### src/rtl/ugl_pkg.sv
// Shared types, constants and the column position table of the user glyph loader.
package ugl_pkg;

  localparam int NUM_SLOTS      = 95;
  localparam int COL_BYTES      = 36;
  localparam int FULL_COL_BYTES = 24;
  localparam int FULL_ROW_BASE  = 2;
  localparam int NIB_ROW_BASE   = 26;

  localparam logic [7:0] CODE_LO      = 8'h20;
  localparam logic [7:0] CODE_HI      = 8'h7E;
  localparam logic [7:0] Y_ARG        = 8'd3;
  localparam logic [7:0] X_ARG        = 8'd12;
  localparam logic [7:0] DEFINED_MARK = 8'h01;

  typedef enum logic [1:0] {
    FN_BEGIN  = 2'd0,
    FN_ARG    = 2'd1,
    FN_READ   = 2'd2,
    FN_CANCEL = 2'd3
  } func_t;

  // Store work that one item needs.
  typedef enum logic [1:0] {
    ACT_NONE,
    ACT_CLEAR,
    ACT_SCATTER,
    ACT_READ
  } act_t;

  // Datapath operation for the current cycle.
  typedef enum logic [2:0] {
    OP_IDLE,
    OP_INIT,
    OP_DECODE,
    OP_CLEAR,
    OP_SCATTER,
    OP_MARK,
    OP_READ
  } op_t;

  typedef struct packed {
    logic capture;
    op_t  op;
    logic commit;
  } ugl_cmd_t;

  typedef struct packed {
    logic seq_last;
    act_t act;
    logic mark;
  } ugl_stat_t;

  typedef struct packed {
    logic       full;
    logic [1:0] group;
    logic [2:0] col;
  } colpos_t;

  // Maps a column byte index to its row group and column. Bytes below 24 are
  // full-row columns 0..7, the rest are nibble columns 0..3 (col restarts from 0 there).
  function automatic colpos_t col_position(input logic [5:0] j);
    colpos_t    r;
    logic [1:0] g;
    logic [2:0] c;
    logic       full;
    r    = '0;
    g    = '0;
    c    = '0;
    full = 1'b1;
    for (int k = 0; k < COL_BYTES; k++) begin
      if (k == FULL_COL_BYTES) begin
        g    = '0;
        c    = '0;
        full = 1'b0;
      end
      if (j == 6'(k)) begin
        r.full  = full;
        r.group = g;
        r.col   = c;
      end
      if (g == 2'd2) begin
        g = '0;
        c = c + 3'd1;
      end else begin
        g = g + 2'd1;
      end
    end
    return r;
  endfunction

endpackage

### src/rtl/ugl_ctrl.sv
// Controller: handshakes and the sequence of datapath operations for each item.
module ugl_ctrl (
  input  logic                clk,
  input  logic                rst,
  input  logic                in_valid,
  output logic                in_ready,
  output logic                out_valid,
  input  logic                out_ready,
  input  ugl_pkg::ugl_stat_t  stat,
  output ugl_pkg::ugl_cmd_t   cmd
);
  import ugl_pkg::*;

  typedef enum logic [2:0] {
    S_INIT,
    S_IDLE,
    S_DECODE,
    S_CLEAR,
    S_SCATTER,
    S_MARK,
    S_READ,
    S_FINISH
  } state_t;

  state_t state, state_next;
  logic   commit;

  assign in_ready = (state == S_IDLE);
  assign commit   = (state == S_FINISH) && (!out_valid || out_ready);

  always_comb begin
    cmd.capture = (state == S_IDLE) && in_valid;
    cmd.commit  = commit;
    case (state)
      S_INIT:    cmd.op = OP_INIT;
      S_DECODE:  cmd.op = OP_DECODE;
      S_CLEAR:   cmd.op = OP_CLEAR;
      S_SCATTER: cmd.op = OP_SCATTER;
      S_MARK:    cmd.op = OP_MARK;
      S_READ:    cmd.op = OP_READ;
      default:   cmd.op = OP_IDLE;
    endcase
  end

  always_comb begin
    state_next = state;
    case (state)
      S_INIT: begin
        if (stat.seq_last) state_next = S_IDLE;
      end
      S_IDLE: begin
        if (in_valid) state_next = S_DECODE;
      end
      S_DECODE: begin
        case (stat.act)
          ACT_CLEAR:   state_next = S_CLEAR;
          ACT_SCATTER: state_next = S_SCATTER;
          ACT_READ:    state_next = S_READ;
          default:     state_next = S_FINISH;
        endcase
      end
      S_CLEAR: begin
        if (stat.seq_last) state_next = S_FINISH;
      end
      S_SCATTER: begin
        if (stat.seq_last) state_next = stat.mark ? S_MARK : S_FINISH;
      end
      S_MARK:   state_next = S_FINISH;
      S_READ:   state_next = S_FINISH;
      S_FINISH: begin
        if (commit) state_next = S_IDLE;
      end
      default:  state_next = S_IDLE;
    endcase
  end

  always_ff @(posedge clk) begin
    if (rst) begin
      state     <= S_INIT;
      out_valid <= 1'b0;
    end else begin
      state <= state_next;
      if (commit) begin
        out_valid <= 1'b1;
      end else if (out_ready) begin
        out_valid <= 1'b0;
      end
    end
  end

endmodule

### config.mk
export PLATFORM = sky130hd
export DESIGN_NAME = ugl_ctrl
export DESIGN_NICKNAME = d
export VERILOG_FILES = /design/src/rtl/ugl_pkg.sv /design/src/rtl/ugl_ctrl.sv
export SDC_FILE = /design/constraint.sdc
export NUM_CORES = 1
export LEC_CHECK = 0
export BUFFER_PORTS_ARGS = -buffer_cell sky130_fd_sc_hd__buf_2
export CAP_MARGIN = 20
export CORE_AREA = 2 2 39 41
export CTS_CLUSTER_DIAMETER = 120
export CTS_CLUSTER_SIZE = 8
export DETAILED_ROUTE_END_ITERATION = 10
export DIE_AREA = 0 0 41 43
export GPL_TIMING_DRIVEN = 0
export PLACE_DENSITY = 0.54
export SLEW_MARGIN = 20
export SYNTH_ARGS = -nofsm -noshare
export SYNTH_HDL_FRONTEND = slang
export SYNTH_SLANG_ARGS = --single-unit
### constraint.sdc
create_clock -name clk -period 2.9 [get_ports clk]
set_input_delay 0.435 -clock clk [delete_from_list [all_inputs] [get_ports clk]]
set_output_delay 0.435 -clock clk [all_outputs]
set_load 0.005 [all_outputs]
Word-level counts from Yosys, hierarchy flattened. Cells that the tools add are included.

Input port bits: 8. Register bits: 4. Output and inout bits: 7.

Equal/unequal tests: 15. Reductions and logical operators: 8. Muxes and demuxes: 11.

Operators with widths (count): 3-bit one-hot mux with 7 select lines (1); 3-bit one-hot mux with 6 select lines (1); 3-bit two-way mux (5); 3-bit == test, second input constant (4); 2-bit != test, second input constant (5); 3-bit one-hot mux with 3 select lines (1); 3-bit by 2-bit == test with 1-bit output, second input constant (2); 5-bit AND reduction (1); 2-bit == test, second input constant (2); 3-bit by 1-bit == test with 1-bit output, second input constant (1); 3-bit zero test (1); 2-bit by 1-bit == test with 1-bit output, second input constant (1); 1-bit logical AND (2); 1-bit two-way mux (2); 2-bit two-way mux (1); 2-bit nonzero test (1); 2-bit OR reduction (1); 1-bit zero test (1); 1-bit logical OR (1).

Logic depth before layout (Yosys ltp). Gate-level depths: netlist of the first run.

Depth after elaboration: 5. Mapped depth: 4. Mapped depth without buffers: 3.

Worst setup path after synthesis of the first run. Ideal clock, no wire load.

Path type: register to output. From: reg state[0]. To: out cmd[4] (netlist name). Data arrival time: 940 ps. Buffers on the path: 1. Slack: 1525 ps. Cell stages (with the launch flop): 4. Required time: 2465 ps. Path through: dfxtp_1 buf_6 nor3b_1 and2_1.

RTL lines: from (decl) (RTL line ugl_ctrl.sv:25) `state_t state, state_next;`; from (signal assigned) (RTL line ugl_ctrl.sv:82) `state <= state_next;`; to (decl) (RTL line ugl_ctrl.sv:10) `output ugl_pkg::ugl_cmd_t cmd`.

==> reports/qor.csv, run 1 <==
stage,metric,value,unit
pwr,share of total power in combinational logic,23.3,%
placed_design,Post-DP HPWL,545.9,µm
logic_synthesis,Synth Warn #,0,
setup_path,CP max FO,10,
cells_and_area,"Design Area, Final",441.7,µm²
placed_design,"Cell Area, Placed",419.2,µm²
job,max_cap viols,0,
grt,number of global-route vias before repair,293,
grt,GRT overflow,0,
cells_and_area,ant diodes,0,
die,Ports,15,
setup_path,CP Launch Point,state[0],
setup_path,r2r endpoint,state[2],
setup_path,WP data required,2.47,ns
logic_synthesis,Post-Syn Instances,39,
logic_synthesis,fraction of the mapped netlist area in adder cells,0,%
logic_synthesis,"FFs w/ async S/R, synth",0,%
cells_and_area,layout cells sized above 1,42.86,%
cts,htree depth,1,
cells_and_area,area grow syn2layout,34.22,%
logic_synthesis,"Net Count, Synth",47,
setup_path,crit path launch type,flip-flop,
sta,Slew headroom,83.25,%
sta,RSZ-0062 raised after global routing,false,
sta,Clock Skews,0.005857,ns
cts,clock-pin slew on the worst setup and hold paths,0.04,ns
cells_and_area,Nets,66,
sta,Least-Margin Pin Slew,0.2513,ns
cts,clk root buf,clkbuf_4,
routing,DR DRC count,0,
sta,"Hold Vio Cnt, Final",0,
pwr,leak pwr,0.2107,nW
grt,initial antenna violation count,0,
sta,total negative setup slack,0,ns
pwr,P_int,0.1240,mW
run_status,status,completed,
routing,Via density,4.361,
cts,Bufs on Longest Clock Path,2,
setup_path,crit path capture type,primary output,
cts,clock sinks,4,
logic_synthesis,Synth Register Bits,4,
cts,cts repair resizes,0,
die,DIE AREA,1763,µm²
grt,largest net degree at the start of global routing,11,
placed_design,# port buffers,14,
logic_synthesis,mux share of post-synthesis cell area,0,%
die,# rows,14,
routing,Avg WL per Cell,9.431,µm
setup_path,critical path capture point,cmd[4],
logic_synthesis,Synth area leader,dfxtp_1,
die,Core Area,1384,µm²
setup_path,Reg2Reg Setup Slack,1.72,ns
logic_synthesis,main combinational cell family by area after synthesis,simple AND/OR/NAND/NOR gates,
routing,Detail Route Antenna Nets,0,
placed_design,RePlAce Congestion,0.6656,
pwr,Psw,0.04300,mW
die,die width,41,µm
logic_synthesis,Post-synth EDFFs,0,
placed_design,Placed Instances,69,
sta,fin. max-slew vios,0,
pwr,Power Density,378.2,nW/µm²
cells_and_area,final non-filler cell total,72,
logic_synthesis,most common cell in the synthesized netlist,dfxtp_1,
placed_design,pre-CTS WS,1.330,ns
logic_synthesis,Post-Synth Simple-Gate Area,37.64,%
cts,worst skew pair latency,0.23,ns
sta,fmax,600.2,MHz
sta,fin crit share,57.45,%
logic_synthesis,Synth Area in Compound Gates,25.48,%
pwr,switching fraction of total power,25.74,%
sta,Tmin final,1.666,ns
grt,total track usage,9.940,%
setup_path,WS Path Type,reg2out,
pwr,Seq pwr share,36.1,%
logic_synthesis,Yosys top cell area share,24.33,%
logic_synthesis,Post-Synth XOR/XNOR Area,2.662,%
logic_synthesis,post-synthesis sequential area ratio,24.33,%
die,Die H,43,µm
setup_path,critical path arrival,1.23,ns
routing,DRT Pass-1 Iters,2,
logic_synthesis,count of unique library cells instantiated by Yosys,25,
setup_path,r2r worst-path depth,3,
routing,routed wire length,679,µm
logic_synthesis,synth cell count leaders,"dfxtp_1 (4), a21oi_1 (3), nand3b_1 (3), nor3_1 (3)",
grt,first-pass GRT wire length,1159,µm
cells_and_area,Final Util,31.92,%
routing,iteration-0 DRC count of the detailed router,1,
routing,Via Count,314,
setup_path,Critical R2R Launch,state[0],
logic_synthesis,synthesized cell area,329.1,µm²
die,Starting Density,23.78,%
pwr,Clock Power Share,40.6,%
cts,"Setup Fix Bufs, Post-CTS",0,
sta,final setup fails,0,
cts,CTS tree,done,
cts,total CTS buffers,3,
logic_synthesis,synthesized area per cell,8.438,µm²
worst_hold_path,worst min-delay path class,in2reg,
cts,hold buffers post-CTS,0,
logic_synthesis,Area contributors post-synth,"dfxtp_1 (24%), a2111oi_4 (8.4%), nand3b_1 (6.8%)",
sta,Final WS setup,1.234,ns
logic_synthesis,"Primary FF master, synth",dfxtp_1,
pwr,Worst VDD drop,0.1530,mV
==> how the worst min path moves through the flow <==
stage	slack (ns)	end	cells after the start	from
6_report	0.46	out_valid	2	rst
5_1_grt	0.47	out_valid	2	rst
3_3_place_gp	0.57	out_valid	2	state[2]
4_1_cts	0.45	out_valid	2	rst
3_5_place_dp	0.57	out_valid	2	state[2]
2_1_floorplan	0.50	out_valid	1	rst
==> cells by family (layout without fill, tap and decap cells) <==
group           count (synthesis)  count (layout)
simple gates                   19              19
compound gates                 10              10
buf+inv                         5              22
flops                           4               4
xor+xnor                        1               1
==> area by class of cell <==
type,count,area [µm²]
multi-input combinational,30,216.5
fill,155,942.2
sequential,4,80.08
tap,16,20.02
inverter,1,3.754
timing repair buffer,14,70.07
clock buffer,3,22.52
buffer,4,28.78
==> metrics by stage <==
stage          power (mW)  hold WS, ns
6_report           0.1670       0.4617
5_1_grt            0.1794       0.4716
4_1_cts            0.1708       0.4542
3_5_place_dp       0.1007       0.5675
3_3_place_gp       0.1003       0.5677
2_1_floorplan     0.08535       0.5041
==> sequential cells by signal, summed over array words and instances, names as in the netlist <==
name and cells:
out_valid 1, state 3
==> cell usage in the layout, fill, tap and decap left out, drive strengths merged <==
cell,instances
a41o,1
nand3,1
a21oi,3
nor2,1
o21bai,1
xor2,1
or3b,1
inv,1
nand2b,1
nand2,2
nor2b,2
nor3,3
a2111oi,1
o21ai,2
clkbuf,3
dfxtp,4
buf,18
and2,2
nor3b,2
nand3b,3
or2b,1
a21boi,1
a31oi,1
==> power by group through the flow <==
| stage | Combinational, mW | Clock, mW | Sequential, mW |
|---|---|---|---|
| floorplan | 0.0247 | 0 | 0.0606 |
| global placement | 0.0390 | 0 | 0.0613 |
| detailed placement | 0.0395 | 0 | 0.0613 |
| CTS | 0.0396 | 0.0707 | 0.0604 |
| global route | 0.0453 | 0.0733 | 0.0608 |
| finish | 0.0390 | 0.0678 | 0.0603 |
==> layer usage <==
layer / track usage [%] / vias to the layer above / share of wire (%)
li1: - / 173 / -
met1: 11.90 / 133 / 46
met2: 13.75 / 8 / 48
met3: 3.141 / 0 / 5.7
met4: 8.000 / 0 / 0
met5: 0 / - / 0
==> critical path, cell delays in order (launching register included) <==
cell	delay, ns
dfxtp_1	0.38
buf_6	0.16
nor3b_1	0.21
and2_1	0.15
buf_2	0.10
No activity file was read; power rests on OpenSTA's default activity.
==> run 2: changes to the inputs <==
Settings changed: ABC_AREA set to 1, PLACE_DENSITY 0.54 to 0.55.
Clock period 2.9 ns to 1.6 ns, I/O delays scaled along.
==> run 2 against run 1 <==
Via count up 33%. Synthesized cell count up 54%. Largest power group is now combinational cells. Die area unchanged. Worst hold slack worse by 0.26 ns. Clock skew down 0.0029 ns. Synthesized area up 4.2%. Non-clock buffer count down 1. Combinational power rose to 7.0 times the previous value. Sequential cell count unchanged. Total power rose to 3.2 times the previous value. Critical path type unchanged. Sequential share of layout area down 0.32 points.
==> reports/qor.csv, run 2 <==
stage,metric,value,unit
pwr,Power Density,1158,nW/µm²
sta,RSZ-0062 raised after global routing,false,
grt,initial antenna violation count,0,
placed_design,# port buffers,14,
cells_and_area,Nets,87,
sta,fin crit share,90.06,%
pwr,Worst VDD drop,0.5147,mV
routing,DR DRC count,0,
worst_hold_path,Hold Path Origin,rst,
die,Core Area,1384,µm²
sta,total negative setup slack,0,ns
logic_synthesis,Area contributors post-synth,"dfxtp_1 (23%), nand2_1 (15%), nand3_1 (12%)",
setup_path,r2r endpoint,state[0],
setup_path,r2r worst-path depth,8,
logic_synthesis,Synth area leader,dfxtp_1,
die,# rows,14,
grt,GRT busiest layer,met1,
placed_design,Placed Instances,90,
worst_hold_path,worst min-delay path class,in2reg,
cts,clock-pin slew on the worst setup and hold paths,0.03,ns
sta,"Hold Vio Cnt, Final",0,
grt,global routing usage on met2,14.06,%
grt,met1 usage,14.42,%
logic_synthesis,Yosys top cell area share,23.36,%
setup_path,critical path arrival,1.20,ns
die,Starting Density,24.77,%
grt,met3 Usage GRT,6.806,%
setup_path,Critical R2R Launch,state[2],
run_status,status,completed,
sta,WHS,0.2025,ns
grt,GRT overflow,0,
die,Die H,43,µm
cts,clock sinks,4,
cells_and_area,Multi-input gate area,206.4,µm²
cells_and_area,layout cells sized above 1,35.06,%
grt,number of global-route vias before repair,342,
routing,iteration-0 DRC count of the detailed router,10,
logic_synthesis,Synth Area in Compound Gates,21.53,%
sta,fmax,694.0,MHz
logic_synthesis,fraction of the mapped netlist area in adder cells,0,%
cells_and_area,top flop regs,"state: 3 flops, out_valid: 1 flops",
logic_synthesis,Synth Register Bits,4,
cts,hold buffers post-CTS,0,
logic_synthesis,Synth Warn #,0,
worst_hold_path,worst hold path endpoint,state[1],
setup_path,CP max FO,10,
setup_path,WP data required,1.36,ns
setup_path,WS Path Type,reg2out,
placed_design,Post-DP HPWL,629.1,µm
cells_and_area,area grow syn2layout,33.21,%
cts,worst skew pair latency,0.24,ns
cts,CTS tree,done,
pwr,leak pwr,0.2453,nW
grt,largest net degree at the start of global routing,11,
cells_and_area,final non-filler cell total,93,
setup_path,crit path launch type,flip-flop,
logic_synthesis,mux share of post-synthesis cell area,0,%
cells_and_area,ant diodes,0,
sta,Slew headroom,84.42,%
die,die width,41,µm
logic_synthesis,synthesized area per cell,5.714,µm²
logic_synthesis,Post-synth EDFFs,0,
setup_path,Reg2Reg Setup Slack,0.44,ns
cts,total CTS buffers,3,
logic_synthesis,synth cell count leaders,"nand2_1 (14), nand3_1 (8), a21oi_1 (7), nor2_1 (7), inv_1 (6)",
sta,final setup fails,0,
routing,Detail Route Antenna Nets,0,
die,Ports,15,
logic_synthesis,"Primary FF master, synth",dfxtp_1,
cts,htree depth,1,
cells_and_area,flip-flop count of the largest register after layout,3,
cells_and_area,Biggest register,state,
sta,Clock Skews,0.002969,ns
cts,clk root buf,clkbuf_4,
cells_and_area,storage element area,81.33,µm²
worst_hold_path,hold-critical path depth,2,
routing,Via density,4.495,
routing,Via Count,418,
die,DIE AREA,1763,µm²
sta,Tmin final,1.441,ns
logic_synthesis,"Net Count, Synth",68,
grt,total track usage,10.93,%
logic_synthesis,Post-Synth XOR/XNOR Area,0,%
cts,"Setup Fix Bufs, Post-CTS",0,
logic_synthesis,most common cell in the synthesized netlist,nand2_1,
cells_and_area,layout filler cell count,167,
cts,Bufs on Longest Clock Path,2,
sta,Least-Margin Pin Slew,0.2329,ns
routing,Avg WL per Cell,8.839,µm
routing,DRT Pass-1 Iters,4,
logic_synthesis,main combinational cell family by area after synthesis,simple AND/OR/NAND/NOR gates,
logic_synthesis,count of unique library cells instantiated by Yosys,14,
logic_synthesis,Post-Synth Simple-Gate Area,38.69,%
routing,routed wire length,822,µm
placed_design,RePlAce Congestion,0.8029,
setup_path,crit path capture type,primary output,
cells_and_area,most frequent cells in the layout,"nand2_1 (14), buf_2 (14), nand3_1 (8)",
grt,first-pass GRT wire length,1290,µm
logic_synthesis,synthesized cell area,342.8,µm²
logic_synthesis,"FFs w/ async S/R, synth",0,%
logic_synthesis,post-synthesis sequential area ratio,23.36,%
job,max_cap viols,0,
sta,fin. max-slew vios,0,
logic_synthesis,Post-Syn Instances,60,
## run 2: layout make-up
| class | count | area share [%] |
|---|---|---|
| Buffer | 3 | 4.932 |
| Sequential cell | 4 | 17.81 |
| Clock buffer | 3 | 4.932 |
| Multi-Input combinational cell | 44 | 45.21 |
| Inverter | 9 | 7.397 |
| Timing Repair Buffer | 14 | 15.34 |
| Tap cell | 16 | 4.384 |
## run 2: worst max-delay path by stage
stage / from / to / slack, ns / cells after the start
finish: state[0] / cmd[1] / 0.16 / 7
global route: state[0] / cmd[1] / 0.04 / 7
CTS: state[1] / cmd[1] / 0.11 / 7
detailed placement: state[1] / cmd[1] / 0.37 / 7
global placement: state[1] / cmd[1] / 0.37 / 7
floorplan: state[1] / cmd[1] / 0.54 / 6
## run 2: where the power goes
group | leakage (nW) | switching (mW) | total, mW | internal (mW)
sequential | 0.0331 | 0.0120 | 0.130 | 0.118
clock | 0.0138 | 0.0408 | 0.125 | 0.0839
combinational | 0.198 | 0.164 | 0.274 | 0.110
total | 0.245 | 0.217 | 0.529 | 0.312
## run 2: cells by family (layout without fill, tap and decap cells)
| group | count (synthesis) | after routing |
|---|---|---|
| compound gates | 13 | 13 |
| buf+inv | 12 | 29 |
| flops | 4 | 4 |
| simple gates | 31 | 31 |
## run 2: what timing repair did
| item | in CTS | in global routing |
|---|---|---|
| gates resized for setup | 0 | 1 |
| endpoints found under the hold margin | 0 | 0 |
| setup endpoints to repair | 0 | 1 |
## run 2: metal layers
| metal | share of wire, % | vias up |
|---|---|---|
| met4 | 0 | 0 |
| met3 | 9.1 | 0 |
| met2 | 42 | 20 |
| li1 | - | 228 |
| met1 | 49 | 170 |
| met5 | 0 | - |
## run 2: per-stage QoR
stage | cell area, µm² | worst slack, ns | util [%] | power (mW)
3_3_place_gp | 432.9 | 0.3735 | 31.28 | 0.4051
3_5_place_dp | 432.9 | 0.3715 | 31.28 | 0.4021
2_1_floorplan | 342.8 | 0.5431 | - | 0.3259
6_report | 456.7 | 0.1590 | 33.00 | 0.5287
4_1_cts | 455.4 | 0.1149 | 32.91 | 0.5307
5_1_grt | 456.7 | 0.04248 | 33.00 | 0.5845
## run 2: worst max-delay path: stages, from the launching register on
cell and delay, ns:
dfxtp_1 0.30, buf_4 0.16, nand2_1 0.09, nor2_2 0.14
inv_2 0.05, nand2_1 0.07, a21oi_1 0.04, buf_2 0.12
==> run 3: changes to the inputs <==
Settings changed: ABC_AREA 1 to not set, PLACE_DENSITY 0.55 to 0.54.
==> run 3 against run 2 <==
Clock power is essentially flat. Sequential cell count unchanged. Combinational power down 74%. Cell count fell by 23%. Critical endpoint is now cmd[4]. Highest routed layer unchanged.
==> reports/qor.csv, run 3 (same netlist as run 1, synthesis figures left out) <==
stage,metric,value,unit
routing,Via density,4.361,
pwr,Worst VDD drop,0.2775,mV
setup_path,CP max FO,10,
grt,GRT overflow,0,
die,# rows,14,
setup_path,WS Path Type,reg2out,
sta,Slew headroom,83.25,%
job,max_cap viols,0,
routing,DRT Pass-1 Iters,2,
placed_design,Placed Instances,69,
die,Die H,43,µm
placed_design,RePlAce Congestion,0.6656,
pwr,Power Density,679.9,nW/µm²
cts,clock sinks,4,
routing,Detail Route Antenna Nets,0,
die,Core Area,1384,µm²
worst_hold_path,worst min-delay path class,in2reg,
placed_design,Post-DP HPWL,545.9,µm
routing,Avg WL per Cell,9.444,µm
setup_path,crit path launch type,flip-flop,
die,Starting Density,23.78,%
setup_path,critical path arrival,1.18,ns
setup_path,WP data required,1.36,ns
sta,fin. max-slew vios,0,
routing,Via Count,314,
cells_and_area,"Design Area, Final",446.7,µm²
sta,Least-Margin Pin Slew,0.2513,ns
grt,number of global-route vias before repair,293,
sta,final setup fails,0,
sta,fin crit share,88.60,%
cts,CTS tree,done,
cells_and_area,Nets,66,
run_status,status,completed,
cells_and_area,area grow syn2layout,35.74,%
sta,"Hold Vio Cnt, Final",0,
die,die width,41,µm
die,Ports,15,
placed_design,"Cell Area, Placed",419.2,µm²
cells_and_area,top flop regs,"state: 3 flops, out_valid: 1 flops",
cts,clk root buf,clkbuf_4,
grt,first-pass GRT wire length,1159,µm
cells_and_area,final non-filler cell total,72,
cells_and_area,Biggest register,state,
cts,htree depth,1,
cts,clock-pin slew on the worst setup and hold paths,0.04,ns
cts,total CTS buffers,3,
sta,Clock Skews,0.005857,ns
routing,routed wire length,680,µm
cells_and_area,most frequent cells in the layout,"buf_2 (16), dfxtp_1 (4)",
grt,largest net degree at the start of global routing,11,
grt,total track usage,9.940,%
sta,total negative setup slack,0,ns
sta,fmax,705.4,MHz
routing,DR DRC count,0,
setup_path,crit path capture type,primary output,
cts,worst skew pair latency,0.23,ns
cts,hold buffers post-CTS,0,
placed_design,# port buffers,14,
routing,iteration-0 DRC count of the detailed router,1,
cells_and_area,"most common cell after layout, fill and taps aside",buf_2,
pwr,leak pwr,0.2147,nW
sta,Tmin final,1.418,ns
cts,Bufs on Longest Clock Path,2,
cells_and_area,flip-flop count of the largest register after layout,3,
die,DIE AREA,1763,µm²
pwr,final total power,0.3037,mW
cells_and_area,layout cells sized above 1,44.64,%
grt,initial antenna violation count,0,
sta,RSZ-0062 raised after global routing,false,
cells_and_area,ant diodes,0,
-- run 3: path summary, 6_finish.rpt --
path / slack (ns) / start / end / cells past startpoint
worst max-delay path: 0.18 / state[0] / cmd[4] / 4
worst min-delay path: 0.27 / rst / out_valid / 2
worst max register to register: 0.42 / state[0] / state[2] / 3
worst min register to register: 0.57 / state[2] / out_valid / 2
-- run 3: area by class of cell --
class	instances	area, µm²
buffer	4	28.78
timing repair buffer	14	70.07
clock buffer	3	22.52
sequential	4	80.08
tap	16	20.02
multi-input combinational	30	221.5
fill	153	937.1
inverter	1	3.754
-- run 3: report_power, final --
group	switching, mW	leakage (nW)	total (mW)	internal [mW]
combinational	0.0343	0.168	0.0715	0.0372
clock	0.0392	0.0138	0.123	0.0838
sequential	0.00466	0.0326	0.109	0.105
-- run 3: critical path: stages (launching register included) --
cell	delay, ns
dfxtp_1	0.38
buf_6	0.16
nor3b_2	0.17
and2_1	0.13
buf_2	0.10
-- run 3: metrics by stage --
| stage | worst slack (ns) | util, % | hold WS, ns |
|---|---|---|---|
| 6_report | 0.1824 | 32.28 | 0.2667 |
| 5_1_grt | 0.05505 | 32.28 | 0.2766 |
| 4_1_cts | 0.09666 | 31.92 | 0.2592 |
| 3_5_place_dp | 0.3561 | 30.29 | 0.5094 |
| 3_3_place_gp | 0.3616 | 30.29 | 0.5082 |
| 2_1_floorplan | 0.4204 | - | 0.3091 |
-- run 3: per-layer routing --
| layer | vias up | wire (µm) | part of all wire, % | track usage (%) |
|---|---|---|---|---|
| met5 | - | 0 | 0 | 0 |
| met4 | 0 | 0 | 0 | 8.000 |
| met3 | 0 | 39 | 5.7 | 3.141 |
| met2 | 8 | 332 | 49 | 13.75 |
| met1 | 133 | 308 | 45 | 11.90 |
| li1 | 173 | - | - | - |
-- run 3: what timing repair did --
action / 4_1_cts / 5_1_grt
endpoints found under the setup margin: 0 / 1
resized for setup: 0 / 1
buffers inserted: 0 / 0
